### src/design/assert_macros.svh
`ifndef ASSERT_MACROS_SVH
`define ASSERT_MACROS_SVH
// implication checked on every clock edge outside reset
`define ASSERT_IMPL(label, clk, rst_n, ante, cons) \
  label: assert property (@(posedge clk) disable iff (!rst_n) (ante) |-> (cons)) \
    else $error("assertion failed");
// next-cycle implication
`define ASSERT_NEXT(label, clk, rst_n, ante, cons) \
  label: assert property (@(posedge clk) disable iff (!rst_n) (ante) |=> (cons)) \
    else $error("assertion failed");
`endif

### src/design/kfifo_pkg.sv
`timescale 1ns / 1ps
`default_nettype none
package kfifo_pkg;
  localparam int QUEUE_DEPTH = 16;
  localparam int IDX_W = $clog2(QUEUE_DEPTH);
  localparam int CNT_W = $clog2(QUEUE_DEPTH + 1);

  localparam logic [2:0] KIND_ENQ = 3'd0;
  localparam logic [2:0] KIND_DEQ = 3'd1;
  localparam logic [2:0] KIND_PEEK = 3'd2;
  localparam logic [2:0] KIND_SEARCH = 3'd3;
  localparam logic [2:0] KIND_DEL = 3'd4;
  localparam logic [2:0] KIND_UPD = 3'd5;

  localparam logic [1:0] ST_OK = 2'd0;
  localparam logic [1:0] ST_EMPTY = 2'd1;
  localparam logic [1:0] ST_NOTFOUND = 2'd2;
  localparam logic [1:0] ST_FULL = 2'd3;

  typedef struct packed {
    logic [2:0] kind;
    logic [63:0] record_key;
    logic [63:0] holder_name;
    logic [63:0] phone_digits;
    logic [7:0] licence_class;
    logic [7:0] sex_code;
    logic [63:0] address_text;
  } in_word_t;

  typedef struct packed {
    logic [1:0] status;
    logic [63:0] out_key;
    logic [63:0] out_name;
    logic [63:0] out_phone;
    logic [7:0] out_class;
    logic [7:0] out_sex;
    logic [63:0] out_address;
    logic [4:0] entry_total;
  } out_word_t;

  typedef struct packed {
    logic [63:0] key;
    logic [63:0] name;
    logic [63:0] phone;
    logic [7:0] lclass;
    logic [7:0] sex;
    logic [63:0] address;
  } rec_t;

  typedef struct packed {
    logic we;
    logic [IDX_W-1:0] waddr;
    rec_t wdata;
    logic [IDX_W-1:0] raddr;
  } mem_req_t;
endpackage
`default_nettype wire

### src/design/kfifo_ram.sv
`timescale 1ns / 1ps
`default_nettype none
module kfifo_ram (
  input  wire logic clk,
  input  wire kfifo_pkg::mem_req_t req,
  output kfifo_pkg::rec_t rdata
);
  kfifo_pkg::rec_t mem [kfifo_pkg::QUEUE_DEPTH];

  always_ff @(posedge clk) begin
    if (req.we) begin
      mem[req.waddr] <= req.wdata;
    end
    rdata <= mem[req.raddr];
  end
endmodule
`default_nettype wire

### config.mk
export PLATFORM = sky130hd
export DESIGN_NAME = kfifo_ram
export DESIGN_NICKNAME = d
export VERILOG_FILES = /design/src/design/assert_macros.svh /design/src/design/kfifo_pkg.sv /design/src/design/kfifo_ram.sv
export SDC_FILE = /design/constraint.sdc
export NUM_CORES = 2
export LEC_CHECK = 0
export BUFFER_PORTS_ARGS = -buffer_cell sky130_fd_sc_hd__clkbuf_2
export CAP_MARGIN = 20
export CORE_ASPECT_RATIO = 1.4
export CORE_MARGIN = 10
export CORE_UTILIZATION = 60
export CTS_BUF_LIST = sky130_fd_sc_hd__clkbuf_8
export CTS_CLUSTER_DIAMETER = 60
export DETAILED_ROUTE_END_ITERATION = 7
export PLACE_DENSITY = 0.79
export SETUP_SLACK_MARGIN = 0.3
export SYNTH_ARGS = -nofsm -noshare
export SYNTH_HDL_FRONTEND = slang
export SYNTH_MEMORY_MAX_BITS = 65536
export SYNTH_SLANG_ARGS = --single-unit
### constraint.sdc
create_clock -name clk -period 30.5 [get_ports clk]
set_input_delay 3.05 -clock clk [delete_from_list [all_inputs] [get_ports clk]]
set_output_delay 3.05 -clock clk [all_outputs]
set_load 0.005 [all_outputs]
==> qor.yml <==
floorplanning:
  start_util: 0.6017
  die_h_um: 647.0
  fp-row-count: 230
  die-width_um: 467.9
  fp.coreArea_mm2: 0.2800
  die_area_mm2: 0.3027
  ios: 554
power_and_ir_drop:
  ir_drop_v: 0.00007200
  leakagePower_nw: 61.53
  power_mw: 12.38
  power.density_mw_per_mm2: 65.71
setup_path:
  path_buf_inv: 7
  worstSetupStartpoint: "req[1]"
  crit_top_cell: "buf_4"
  cp_max_fo: 74
  cp.depth: 10
  cp-start-kind: "primary input"
  path_cells: "buf_8 -> buf_4 -> buf_4 -> buf_4 -> buf_4 -> buf_4 -> buf_4 -> mux4_2 -> a22oi_1 -> nand2_1"
  crit_family: "buffers and inverters"
  worstReg2RegStart: "mem[12][226]$_DFFE_PP_"
  crit_required_ns: 31.43
  worst_setup_path_end_kind: "register"
  reg2reg_setup_slack_ns: 28.90
  slowest_stage: "buf_4"
  crit_type: "in2reg"
  rr_worst_depth: 3
  critPathCapture: "rdata[22]$_DFF_P_"
  crit_arrival_ns: 9.01
  r2r-end: "rdata[226]$_DFF_P_"
  slowest_delay_ns: 0.94
global_route:
  grt_pass1_wl_mm: 571.9
  grt_pass1_vias: 83950
  grt_max_degree: 142
  grt.total_usage: 0.2581
  antenna_found_initial: 99
  grt_overflow: 0
timing:
  setup_slack_ns: 22.42
  slew_violations: 0
  setup_viol: 0
  holdWs_ns: 0.6416
  tightest_slew_ns: 1.174
  max-slew-margin-rel: 0.2176
  clock_skew_ns: 0.06372
  rsz0062_at_grt: "no"
  hold_viol: 0
  min_period_ns: 8.083
  fin_crit_sh: 0.2650
  fin_tns_setup_ns: 0
  max_freq_mhz: 123.7
route:
  post_drt_wl_per_cell_um: 31.67
  vias_per_cell: 6.480
  ant_nets: 0
  vias: 80080
  drc: 0
  routed_wl_mm: 391.5
  drt_pre_antenna_iters: 5
  drt_iter0_markers: 10310
place:
  place_ws_ns: 21.37
  gp_congestion: 0.7550
  portBuffers: 553
  dp_hpwl_mm: 203.9
yosys:
  ys_ff_latch: 4624
  synth_seq_area_share: 0.8079
  yosysTopAreaCell: "edfxtp_1"
  synth_top_family_by_area: "multiplexers"
  synth_area_leaders: "edfxtp_1, mux4_2, dfxtp_1, a22oi_1, mux2_2"
  synth_edf_count: 4352
  synthSimpleGateAreaFrac: 0.008169
  yosysWarnings: 0
  netlist.area_leader.share: 0.7756
  synth_cells: 7069
  yosys_most_used_dff: "edfxtp_1"
  async_flop_share: 0
  synth.avg_cell_area_um2: 23.83
  synth.cell_area_mm2: 0.1685
  yosysUniqueCellTypes: 26
  synth-xor-area-share: 0
  synth_compound_area_frac: 0.02566
  synth.mux.area_fraction: 0.1472
  yosys.area_share.adder: 0
  syn_nets: 7351
  synth_common_cells: "edfxtp_1, mux4_2, a22oi_1, dfxtp_1, nand2_1"
  yosysMostFrequentCell: "edfxtp_1"
clock_network:
  htreeDepth: 6
  post_cts_buffers: 0
  ctsHoldBuffers: 0
  cts_buffers: 646
  clk_latency_ns: 1.05
  cts_sinks: 4624
  ctsResizeCount: 0
  clkSlewWorstSetupHoldPaths_ns: 0.07
  clk_path_buf_depth: 4
  cts_root_buf: "clkbuf_8"
  cts_tree: "yes"
run_status:
  outcome: "completed"
job:
  cap_viol_max_count: 0
hold_path:
  holdCritPathClass: "reg2reg"
cells_and_area:
  syn_to_final_growth_pct: 11.78
  drive_above_1_share: 0.3186
  fillers: 16340
  multiInputGateArea_mm2: 0.03068
  regArea_mm2: 0.1361
  nNetsFinal: 8327
-- layout by cell type, fill, tap and decap left out, types with 37 or more instances in the layout --
cell / n
nand2_1: 212
mux2_2: 118
clkbuf_8: 735
nor2b_1: 37
mux2i_1: 37
inv_1: 250
clkinv_2: 68
clkbuf_2: 549
dfxtp_1: 272
edfxtp_1: 4352
o221ai_1: 37
buf_4: 133
mux4_2: 1026
diode_2: 67
a22oi_1: 476
clkinv_1: 79
-- layer usage --
metal	vias to the layer above	share of wire	track usage	wire, µm
li1	32290	-	-	-
met1	42150	0.36	0.3511	139600
met2	4781	0.50	0.4091	194400
met3	782	0.11	0.06800	43550
met4	80	0.034	0.09343	13430
met5	-	0.0012	0	476
-- state kept, by name (all words and copies together) (netlist names) --
signal and flops:
rdata 272, mem 4352
-- worst min-delay path: stages (launching register included) --
cell	delay, ns
edfxtp_1	0.32
mux4_2	0.22
a22oi_1	0.05
nand2_1	0.05
-- where the power goes --
group,total (mW),internal [mW],switching [mW]
Combinational,0.602,0.243,0.360
Clock,4.60,2.34,2.26
Sequential,7.17,7.10,0.0659
Total,12.4,9.69,2.69
-- worst min path at each step --
stage,cells past startpoint,from,endpoint
5_1_grt,3,mem[12][268]$_DFFE_PP_,rdata[268]$_DFF_P_
4_1_cts,3,mem[12][268]$_DFFE_PP_,rdata[268]$_DFF_P_
3_5_place_dp,3,mem[14][84]$_DFFE_PP_,rdata[84]$_DFF_P_
6_report,3,mem[15][175]$_DFFE_PP_,rdata[175]$_DFF_P_
3_3_place_gp,3,mem[14][92]$_DFFE_PP_,rdata[92]$_DFF_P_
2_1_floorplan,3,mem[14][101]$_DFFE_PP_,rdata[101]$_DFF_P_
-- logic make-up after synthesis --
logic type / count (synthesis)
compound gates: 575
mux: 1181
flops: 4624
simple gates: 311
buf+inv: 378
-- final cells by class --
cell class	instances	area share
Multi-Input combinational cell	2067	0.1629
Sequential cell	4624	0.7228
Tap cell	3712	0.02466
Clock inverter	448	0.01258
Timing Repair Buffer	706	0.02243
Antenna cell	67	0.0008902
Clock buffer	735	0.05371
-- stage by stage --
step	area, µm²	util	std cells
6_report	188300	0.6726	12360
4_1_cts	188100	0.6719	12290
2_1_floorplan	168500	-	7069
3_3_place_gp	175600	0.6272	11110
3_5_place_dp	175700	0.6273	11110
5_1_grt	188200	0.6723	12320
Note: power is estimated with default switching activity, not from simulation.
