### config.mk
export PLATFORM = sky130hd
export DESIGN_NAME = kfifo_ctrl
export DESIGN_NICKNAME = d
export VERILOG_FILES = /design/src/design/assert_macros.svh /design/src/design/kfifo_pkg.sv /design/src/design/kfifo_ctrl.sv
export SDC_FILE = /design/constraint.sdc
export NUM_CORES = 1
export LEC_CHECK = 0
export ABC_CLOCK_PERIOD_IN_PS = 24800
export BUFFER_PORTS_ARGS = -buffer_cell sky130_fd_sc_hd__clkbuf_2
export CAP_MARGIN = 20
export CORE_AREA = 5 5 437 439
export CTS_CLUSTER_SIZE = 24
export DETAILED_ROUTE_END_ITERATION = 6
export DIE_AREA = 0 0 442 444
export GPL_TIMING_DRIVEN = 0
export PLACE_DENSITY = 0.49
export RECOVER_POWER = 100
export SETUP_SLACK_MARGIN = 0.5
export SYNTH_ARGS = -nofsm -noshare
export SYNTH_HDL_FRONTEND = slang
export SYNTH_SLANG_ARGS = --single-unit
### constraint.sdc
create_clock -name clk -period 24.8 [get_ports clk]
set_clock_uncertainty 0.2 [all_clocks]
set_input_delay 3.72 -clock clk [delete_from_list [all_inputs] [get_ports clk]]
set_output_delay 3.72 -clock clk [all_outputs]
set_load 0.05 [all_outputs]
### src/design/assert_macros.svh
`ifndef ASSERT_MACROS_SVH
`define ASSERT_MACROS_SVH
// implication checked on every clock edge outside reset
`define ASSERT_IMPL(label, clk, rst_n, ante, cons) \
  label: assert property (@(posedge clk) disable iff (!rst_n) (ante) |-> (cons)) \
    else $error("assertion failed");
// next-cycle implication
`define ASSERT_NEXT(label, clk, rst_n, ante, cons) \
  label: assert property (@(posedge clk) disable iff (!rst_n) (ante) |=> (cons)) \
    else $error("assertion failed");
`endif

### src/design/kfifo_pkg.sv
`timescale 1ns / 1ps
`default_nettype none
package kfifo_pkg;
  localparam int QUEUE_DEPTH = 16;
  localparam int IDX_W = $clog2(QUEUE_DEPTH);
  localparam int CNT_W = $clog2(QUEUE_DEPTH + 1);

  localparam logic [2:0] KIND_ENQ = 3'd0;
  localparam logic [2:0] KIND_DEQ = 3'd1;
  localparam logic [2:0] KIND_PEEK = 3'd2;
  localparam logic [2:0] KIND_SEARCH = 3'd3;
  localparam logic [2:0] KIND_DEL = 3'd4;
  localparam logic [2:0] KIND_UPD = 3'd5;

  localparam logic [1:0] ST_OK = 2'd0;
  localparam logic [1:0] ST_EMPTY = 2'd1;
  localparam logic [1:0] ST_NOTFOUND = 2'd2;
  localparam logic [1:0] ST_FULL = 2'd3;

  typedef struct packed {
    logic [2:0] kind;
    logic [63:0] record_key;
    logic [63:0] holder_name;
    logic [63:0] phone_digits;
    logic [7:0] licence_class;
    logic [7:0] sex_code;
    logic [63:0] address_text;
  } in_word_t;

  typedef struct packed {
    logic [1:0] status;
    logic [63:0] out_key;
    logic [63:0] out_name;
    logic [63:0] out_phone;
    logic [7:0] out_class;
    logic [7:0] out_sex;
    logic [63:0] out_address;
    logic [4:0] entry_total;
  } out_word_t;

  typedef struct packed {
    logic [63:0] key;
    logic [63:0] name;
    logic [63:0] phone;
    logic [7:0] lclass;
    logic [7:0] sex;
    logic [63:0] address;
  } rec_t;

  typedef struct packed {
    logic we;
    logic [IDX_W-1:0] waddr;
    rec_t wdata;
    logic [IDX_W-1:0] raddr;
  } mem_req_t;
endpackage
`default_nettype wire

### src/design/kfifo_ctrl.sv
`timescale 1ns / 1ps
`default_nettype none
module kfifo_ctrl (
  input  wire logic clk,
  input  wire logic rst_n,
  input  wire logic in_valid,
  output logic in_ready,
  input  wire kfifo_pkg::in_word_t in_data,
  output logic out_valid,
  input  wire logic out_ready,
  output kfifo_pkg::out_word_t out_data,
  output kfifo_pkg::mem_req_t req,
  input  wire kfifo_pkg::rec_t rdata,
  output logic [kfifo_pkg::CNT_W-1:0] count
);
  typedef enum logic [2:0] {S_IDLE, S_SCAN, S_SHIFT, S_DONE} state_t;
  localparam int IW = kfifo_pkg::IDX_W;
  localparam int CW = kfifo_pkg::CNT_W;

  state_t state_r;
  kfifo_pkg::in_word_t cmd_r;
  logic [CW-1:0] cnt_r, idx_r;
  logic [CW-1:0] prev_r;
  logic rd_pend_r;
  kfifo_pkg::rec_t hit_r;
  logic [1:0] st_r;
  logic has_rec_r;
  logic out_full_r;
  kfifo_pkg::out_word_t out_r;

  kfifo_pkg::rec_t in_rec;
  logic [CW-1:0] idx_inc;
  logic [CW-1:0] cnt_dec;
  logic scan_hit;

  assign in_rec = '{key: cmd_r.record_key, name: cmd_r.holder_name,
                    phone: cmd_r.phone_digits, lclass: cmd_r.licence_class,
                    sex: cmd_r.sex_code, address: cmd_r.address_text};
  assign idx_inc = idx_r + CW'(1);
  assign cnt_dec = cnt_r - CW'(1);
  assign scan_hit = rd_pend_r && (rdata.key == cmd_r.record_key
                    || cmd_r.kind == kfifo_pkg::KIND_DEQ
                    || cmd_r.kind == kfifo_pkg::KIND_PEEK);
  assign in_ready = (state_r == S_IDLE) && !out_full_r;
  assign out_valid = out_full_r;
  assign out_data = out_r;
  assign count = cnt_r;

  // prev_r addresses rdata in S_SCAN, its write slot in S_SHIFT
  always_comb begin
    req = '0;
    req.raddr = idx_r[IW-1:0];
    case (state_r)
      S_SCAN: begin
        if (scan_hit && cmd_r.kind == kfifo_pkg::KIND_UPD) begin
          req.we = 1'b1;
          req.waddr = prev_r[IW-1:0];
          req.wdata = in_rec;
        end
      end
      S_SHIFT: begin
        req.raddr = idx_inc[IW-1:0];
        if (rd_pend_r) begin
          req.we = 1'b1;
          req.waddr = prev_r[IW-1:0];
          req.wdata = rdata;
        end
      end
      S_DONE: begin
        if (cmd_r.kind == kfifo_pkg::KIND_ENQ && st_r == kfifo_pkg::ST_OK) begin
          req.we = 1'b1;
          req.waddr = cnt_r[IW-1:0];
          req.wdata = in_rec;
        end
      end
      default: ;
    endcase
  end

  always_ff @(posedge clk) begin
    if (!rst_n) begin
      state_r <= S_IDLE;
      cnt_r <= '0;
      out_full_r <= 1'b0;
      rd_pend_r <= 1'b0;
    end else begin
      if (out_full_r && out_ready) out_full_r <= 1'b0;
      case (state_r)
        S_IDLE: begin
          if (in_valid && in_ready) begin
            cmd_r <= in_data;
            idx_r <= '0;
            rd_pend_r <= 1'b0;
            has_rec_r <= 1'b0;
            st_r <= kfifo_pkg::ST_OK;
            case (in_data.kind)
              kfifo_pkg::KIND_ENQ: begin
                if (cnt_r == CW'(kfifo_pkg::QUEUE_DEPTH)) st_r <= kfifo_pkg::ST_FULL;
                state_r <= S_DONE;
              end
              kfifo_pkg::KIND_DEQ, kfifo_pkg::KIND_PEEK, kfifo_pkg::KIND_DEL: begin
                if (cnt_r == '0) begin
                  st_r <= kfifo_pkg::ST_EMPTY;
                  state_r <= S_DONE;
                end else begin
                  state_r <= S_SCAN;
                end
              end
              kfifo_pkg::KIND_SEARCH, kfifo_pkg::KIND_UPD: begin
                if (cnt_r == '0) begin
                  st_r <= kfifo_pkg::ST_NOTFOUND;
                  state_r <= S_DONE;
                end else begin
                  state_r <= S_SCAN;
                end
              end
              default: state_r <= S_DONE;
            endcase
          end
        end
        S_SCAN: begin
          prev_r <= idx_r;
          if (scan_hit) begin
            hit_r <= rdata;
            has_rec_r <= 1'b1;
            if (cmd_r.kind == kfifo_pkg::KIND_DEQ || cmd_r.kind == kfifo_pkg::KIND_DEL) begin
              idx_r <= prev_r;
              rd_pend_r <= 1'b0;
              state_r <= S_SHIFT;
            end else begin
              state_r <= S_DONE;
            end
          end else if (rd_pend_r && prev_r == cnt_dec) begin
            st_r <= kfifo_pkg::ST_NOTFOUND;
            state_r <= S_DONE;
          end else begin
            rd_pend_r <= 1'b1;
            idx_r <= idx_inc;
          end
        end
        S_SHIFT: begin
          prev_r <= idx_r;
          if (idx_inc >= cnt_r) begin
            cnt_r <= cnt_dec;
            state_r <= S_DONE;
          end else begin
            rd_pend_r <= 1'b1;
            idx_r <= idx_inc;
          end
        end
        S_DONE: begin
          if (cmd_r.kind == kfifo_pkg::KIND_ENQ && st_r == kfifo_pkg::ST_OK)
            cnt_r <= cnt_r + CW'(1);
          out_r.status <= st_r;
          out_r.out_key <= has_rec_r ? hit_r.key : '0;
          out_r.out_name <= has_rec_r ? hit_r.name : '0;
          out_r.out_phone <= has_rec_r ? hit_r.phone : '0;
          out_r.out_class <= has_rec_r ? hit_r.lclass : '0;
          out_r.out_sex <= has_rec_r ? hit_r.sex : '0;
          out_r.out_address <= has_rec_r ? hit_r.address : '0;
          out_r.entry_total <= 5'((cmd_r.kind == kfifo_pkg::KIND_ENQ
                               && st_r == kfifo_pkg::ST_OK) ? cnt_r + CW'(1) : cnt_r);
          out_full_r <= 1'b1;
          state_r <= S_IDLE;
        end
        default: state_r <= S_IDLE;
      endcase
    end
  end
endmodule
`default_nettype wire

==> report_table.html <==
<table>
<tr><th>Metric</th><th>Value</th></tr>
<tr><th colspan="2">Routing</th></tr>
<tr><td>Via/cell ratio</td><td>4.345</td></tr>
<tr><td>Number of remaining DRC errors</td><td>0</td></tr>
<tr><td>Post-detailed-routing wire length</td><td>199500 um</td></tr>
<tr><td>Total vias in the final route</td><td>27.23k</td></tr>
<tr><td>Residual antenna-violating net count after detailed routing</td><td>0</td></tr>
<tr><td>Avg WL per Cell</td><td>31.84 um</td></tr>
<tr><td>1st-iter DRT viols</td><td>2136</td></tr>
<tr><td>DRT Pass-1 Iters</td><td>5</td></tr>
<tr><th colspan="2">Global routing</th></tr>
<tr><td>Global routing usage summed across all routing layers</td><td>19.41%</td></tr>
<tr><td>Final global-route overflow total</td><td>0</td></tr>
<tr><td>Wire length of the first global-routing pass</td><td>257600 um</td></tr>
<tr><td>Initial antenna violation count</td><td>55</td></tr>
<tr><td>Number of global-route vias before repair</td><td>26.84k</td></tr>
<tr><td>Largest net degree at the start of global routing</td><td>57</td></tr>
<tr><th colspan="2">Placed design</th></tr>
<tr><td>Final weighted congestion in routability-driven placement</td><td>0.9021</td></tr>
<tr><td>DP Worst Slack</td><td>12320 ps</td></tr>
<tr><td>IO buf count</td><td>1117</td></tr>
<tr><td>DPL Wire Length</td><td>162100 um</td></tr>
<tr><td>Dpl cells</td><td>6058</td></tr>
<tr><th colspan="2">Logic synthesis</th></tr>
<tr><td>Xor and xnor area share after synthesis</td><td>2.004%</td></tr>
<tr><td>Synth Area in Compound Gates</td><td>17.71%</td></tr>
<tr><td>Area fraction in and, or, nand and nor cells after synthesis</td><td>5.997%</td></tr>
<tr><td>Number of distinct library cells after synthesis</td><td>47</td></tr>
<tr><td>Multiplexer area fraction after synthesis</td><td>0.1711%</td></tr>
<tr><td>Mapped Cells</td><td>2401</td></tr>
<tr><td>Top cells by area in the synthesized netlist</td><td>sky130_fd_sc_hd__edfxtp_1 (70%), sky130_fd_sc_hd__a211oi_2 (8.0%), sky130_fd_sc_hd__a21oi_1 (7.9%)</td></tr>
<tr><td>Area share of fa/ha/maj cells after synthesis</td><td>0.5236%</td></tr>
<tr><td>Cell area after technology mapping</td><td>35840 um2</td></tr>
<tr><td>Post-synthesis area per instance</td><td>14.93 um2</td></tr>
<tr><td>Number of storage elements in the synthesis netlist</td><td>848</td></tr>
<tr><td>Fraction of post-synthesis cell area in the top cell type by area</td><td>70.29%</td></tr>
<tr><td>Net count after synthesis</td><td>2967</td></tr>
<tr><td>Largest area contributor in the netlist</td><td>sky130_fd_sc_hd__edfxtp_1</td></tr>
<tr><td>Yosys warns</td><td>0</td></tr>
<tr><td>Sequential area share after synthesis</td><td>70.80%</td></tr>
<tr><td>Main combinational cell family by area after synthesis</td><td>compound AO/OA/AOI/OAI gates</td></tr>
<tr><th colspan="2">Layout</th></tr>
<tr><td>Cell Count, Final, Fillers Out</td><td>6266</td></tr>
<tr><td>FF/Latch Area</td><td>25370 um2</td></tr>
<tr><td>Most used cells in the layout excluding fill and tap cells</td><td>sky130_fd_sc_hd__clkbuf_1 (1093), sky130_fd_sc_hd__edfxtp_1 (839), sky130_fd_sc_hd__a21oi_1 (564)</td></tr>
<tr><td>Layout cell share with drive strength beyond 1</td><td>17.65%</td></tr>
<tr><td>Area of the multi-input gates</td><td>9468 um2</td></tr>
<tr><td>Total number of nets in the final design</td><td>4236</td></tr>
<tr><td>Number of fill cells</td><td>20.04k</td></tr>
<tr><td>Most common cell after layout, fill and taps aside</td><td>sky130_fd_sc_hd__clkbuf_1</td></tr>
<tr><td>Area delta synth-&gt;final</td><td>31.23%</td></tr>
<tr><th colspan="2">Worst setup path</th></tr>
<tr><td>Critical Path RT</td><td>20880 ps</td></tr>
<tr><td>R2r setup slk</td><td>16170 ps</td></tr>
<tr><td>Critical Setup Path Class</td><td>input pin to output port</td></tr>
<tr><td>Data arrival time of the worst path</td><td>9140 ps</td></tr>
<tr><td>Nature of the critical path startpoint</td><td>input pin</td></tr>
<tr><td>Largest fanout on the critical path</td><td>10</td></tr>
<tr><td>Element type at the critical path end</td><td>output port</td></tr>
<tr><th colspan="2">Clock network</th></tr>
<tr><td>Number of buffers added for setup after CTS</td><td>0</td></tr>
<tr><td>Maximum clock insertion buffer count</td><td>3</td></tr>
<tr><td>Clock tree root driver cell</td><td>sky130_fd_sc_hd__clkbuf_16</td></tr>
<tr><td>CTS tree</td><td>yes</td></tr>
<tr><td>Resized Gates After CTS</td><td>0</td></tr>
<tr><td>Clock-pin slew of the registers on the worst-case setup and hold paths</td><td>60 ps</td></tr>
<tr><td>Total number of H-tree levels</td><td>3</td></tr>
<tr><td>Clock latency of the later-clocked register in the worst-skew pair</td><td>740 ps</td></tr>
<tr><td>Hold-fix buffer count after cts</td><td>0</td></tr>
<tr><td>Number of CTS-inserted buffers</td><td>105</td></tr>
<tr><td>Clk sinks</td><td>848</td></tr>
<tr><th colspan="2">Floorplanning</th></tr>
<tr><td>Vertical die dimension</td><td>444 um</td></tr>
<tr><td>Starting utilization of the core area</td><td>19.19%</td></tr>
<tr><td>Num ports</td><td>1118</td></tr>
<tr><td>Die area</td><td>196200 um2</td></tr>
<tr><td>Horiz. Die Dim</td><td>442 um</td></tr>
<tr><td>Number of cell rows</td><td>159</td></tr>
<tr><td>Core Box Area</td><td>186800 um2</td></tr>
<tr><th colspan="2">STA</th></tr>
<tr><td>Final Worst Setup Slack</td><td>11740 ps</td></tr>
<tr><td>Worst Tran Pin Value</td><td>3605 ps</td></tr>
<tr><td>Worst max-slew margin expressed relative to the limit</td><td>-140.4%</td></tr>
<tr><td>Timing-limited maximum frequency</td><td>76.59 MHz</td></tr>
<tr><td>Final count of hold timing violations</td><td>0</td></tr>
<tr><td>Final slew viol count</td><td>595</td></tr>
<tr><td>Setup repair after global routing missed its margin</td><td>false</td></tr>
<tr><td>Share of the clock period used by the worst path</td><td>52.65%</td></tr>
<tr><td>Crit path time final</td><td>13060 ps</td></tr>
<tr><td>Final-report setup violation count</td><td>0</td></tr>
<tr><th colspan="2">Outcome</th></tr>
<tr><td>Result of the run</td><td>complete, but fails checks</td></tr>
<tr><td>Failing checks</td><td>capacitance limit, slew limit</td></tr>
<tr><th colspan="2">Min path</th></tr>
<tr><td>Class of the tightest hold or removal check</td><td>flip-flop to flip-flop</td></tr>
<tr><th colspan="2">Power and ir drop</th></tr>
<tr><td>Largest voltage drop on the vdd net</td><td>58.20 uV</td></tr>
<tr><td>Leak pwr</td><td>13.92 nW</td></tr>
<tr><td>Power density normalized to cell area</td><td>86.67 nW/um2</td></tr>
<tr><th colspan="2">Run</th></tr>
<tr><td>Max-capacitance violation count</td><td>20</td></tr>
</table>
## synth_stat cells (all sizes together)
library cell and n:
edfxtp 839, a21oi 564, a211oi 278, and2 274
clkbuf 160, xnor2 75, buf 32, inv 21
nand4 20, ha 15, nor2 12, o21ai 12
nand2 10, dfxtp 9, nand3 9, nor3 8
xor2 7, nor4 6, mux2i 5, o2111ai 5
a21o 4, a31oi 4, o31ai 4, nand2b 3
or3 3, or4 3, a2111oi 2, and3 2
nor2b 2, a211o 1, a21bo 1, a21boi 1
a221oi 1, a311o 1, and4 1, clkinv 1
mux2 1, o211ai 1, o221ai 1, o311a 1
o32ai 1, or2 1
## per-stage QoR
step           util (%)  setup TNS, ps  cell area [um2]  total power, W  hold WS, ps
6_report          25.18              0            47040        0.004076        246.2
5_1_grt           25.17              0            47010        0.004243        268.0
4_1_cts           26.17              0            48890        0.004172        248.3
3_5_place_dp      24.41              0            45600        0.002656        233.0
3_3_place_gp      23.85       -1207940            44560        0.002687        230.4
2_1_floorplan         -              0            35850        0.002263        216.9
## power by group
part	switching [W]	internal, W
combinational	0.000652	0.000167
sequential	0.0000470	0.00171
clock	0.000665	0.000834
## sequential cells by signal, indices dropped and copies added (netlist names)
name       flops
cmd_r        275
count          5
has_rec_r      1
hit_r        272
idx_r          5
out_data     279
out_valid      1
prev_r         5
rd_pend_r      1
st_r           2
state_r        2
## logic make-up after synthesis
logic type | after synthesis
AO/OA/AOI/OAI | 882
flip-flops | 848
AND/OR/NAND/NOR | 354
buffers and inverters | 214
XOR/XNOR | 82
adder cells (fa/ha/maj) | 15
multiplexers | 6
## worst paths after layout
path                   start       endpoint  cells after the start
hold / removal       st_r[1]  out_data[278]                      0
setup reg to reg  cmd_r[208]      hit_r[25]                     11
setup / recovery  rdata[208]       req[137]                     11
hold reg to reg      st_r[1]  out_data[278]                      0
## layer usage
metal | up-vias | wire, um | global-route usage [%]
met3 | 312 | 16270 | 5.492
met5 | - | 122 | 0
li1 | 11880 | - | -
met4 | 18 | 7919 | 6.903
met1 | 13789 | 72750 | 21.92
met2 | 1226 | 102400 | 34.92
## layout make-up
cell class	instances	share of cell area, %
clock inverter	59	1.208
inverter	22	0.1756
clock buffer	128	5.770
tap	2495	6.637
sequential	848	53.95
timing repair buffer	1162	10.05
multi-input combinational	1339	20.13
antenna	21	0.1117
buffer	192	1.974
## worst max-delay path: stages
cell                       delay, ps
sky130_fd_sc_hd__clkbuf_1        140
sky130_fd_sc_hd__xnor2_1         930
sky130_fd_sc_hd__nand4_1         580
sky130_fd_sc_hd__nor4_1          610
sky130_fd_sc_hd__and4_1          320
sky130_fd_sc_hd__o21ai_0         290
sky130_fd_sc_hd__or4_1           580
sky130_fd_sc_hd__buf_2           230
sky130_fd_sc_hd__buf_2           280
sky130_fd_sc_hd__a211oi_1        620
sky130_fd_sc_hd__clkbuf_1        790
No activity file was read; power rests on OpenSTA's default activity.
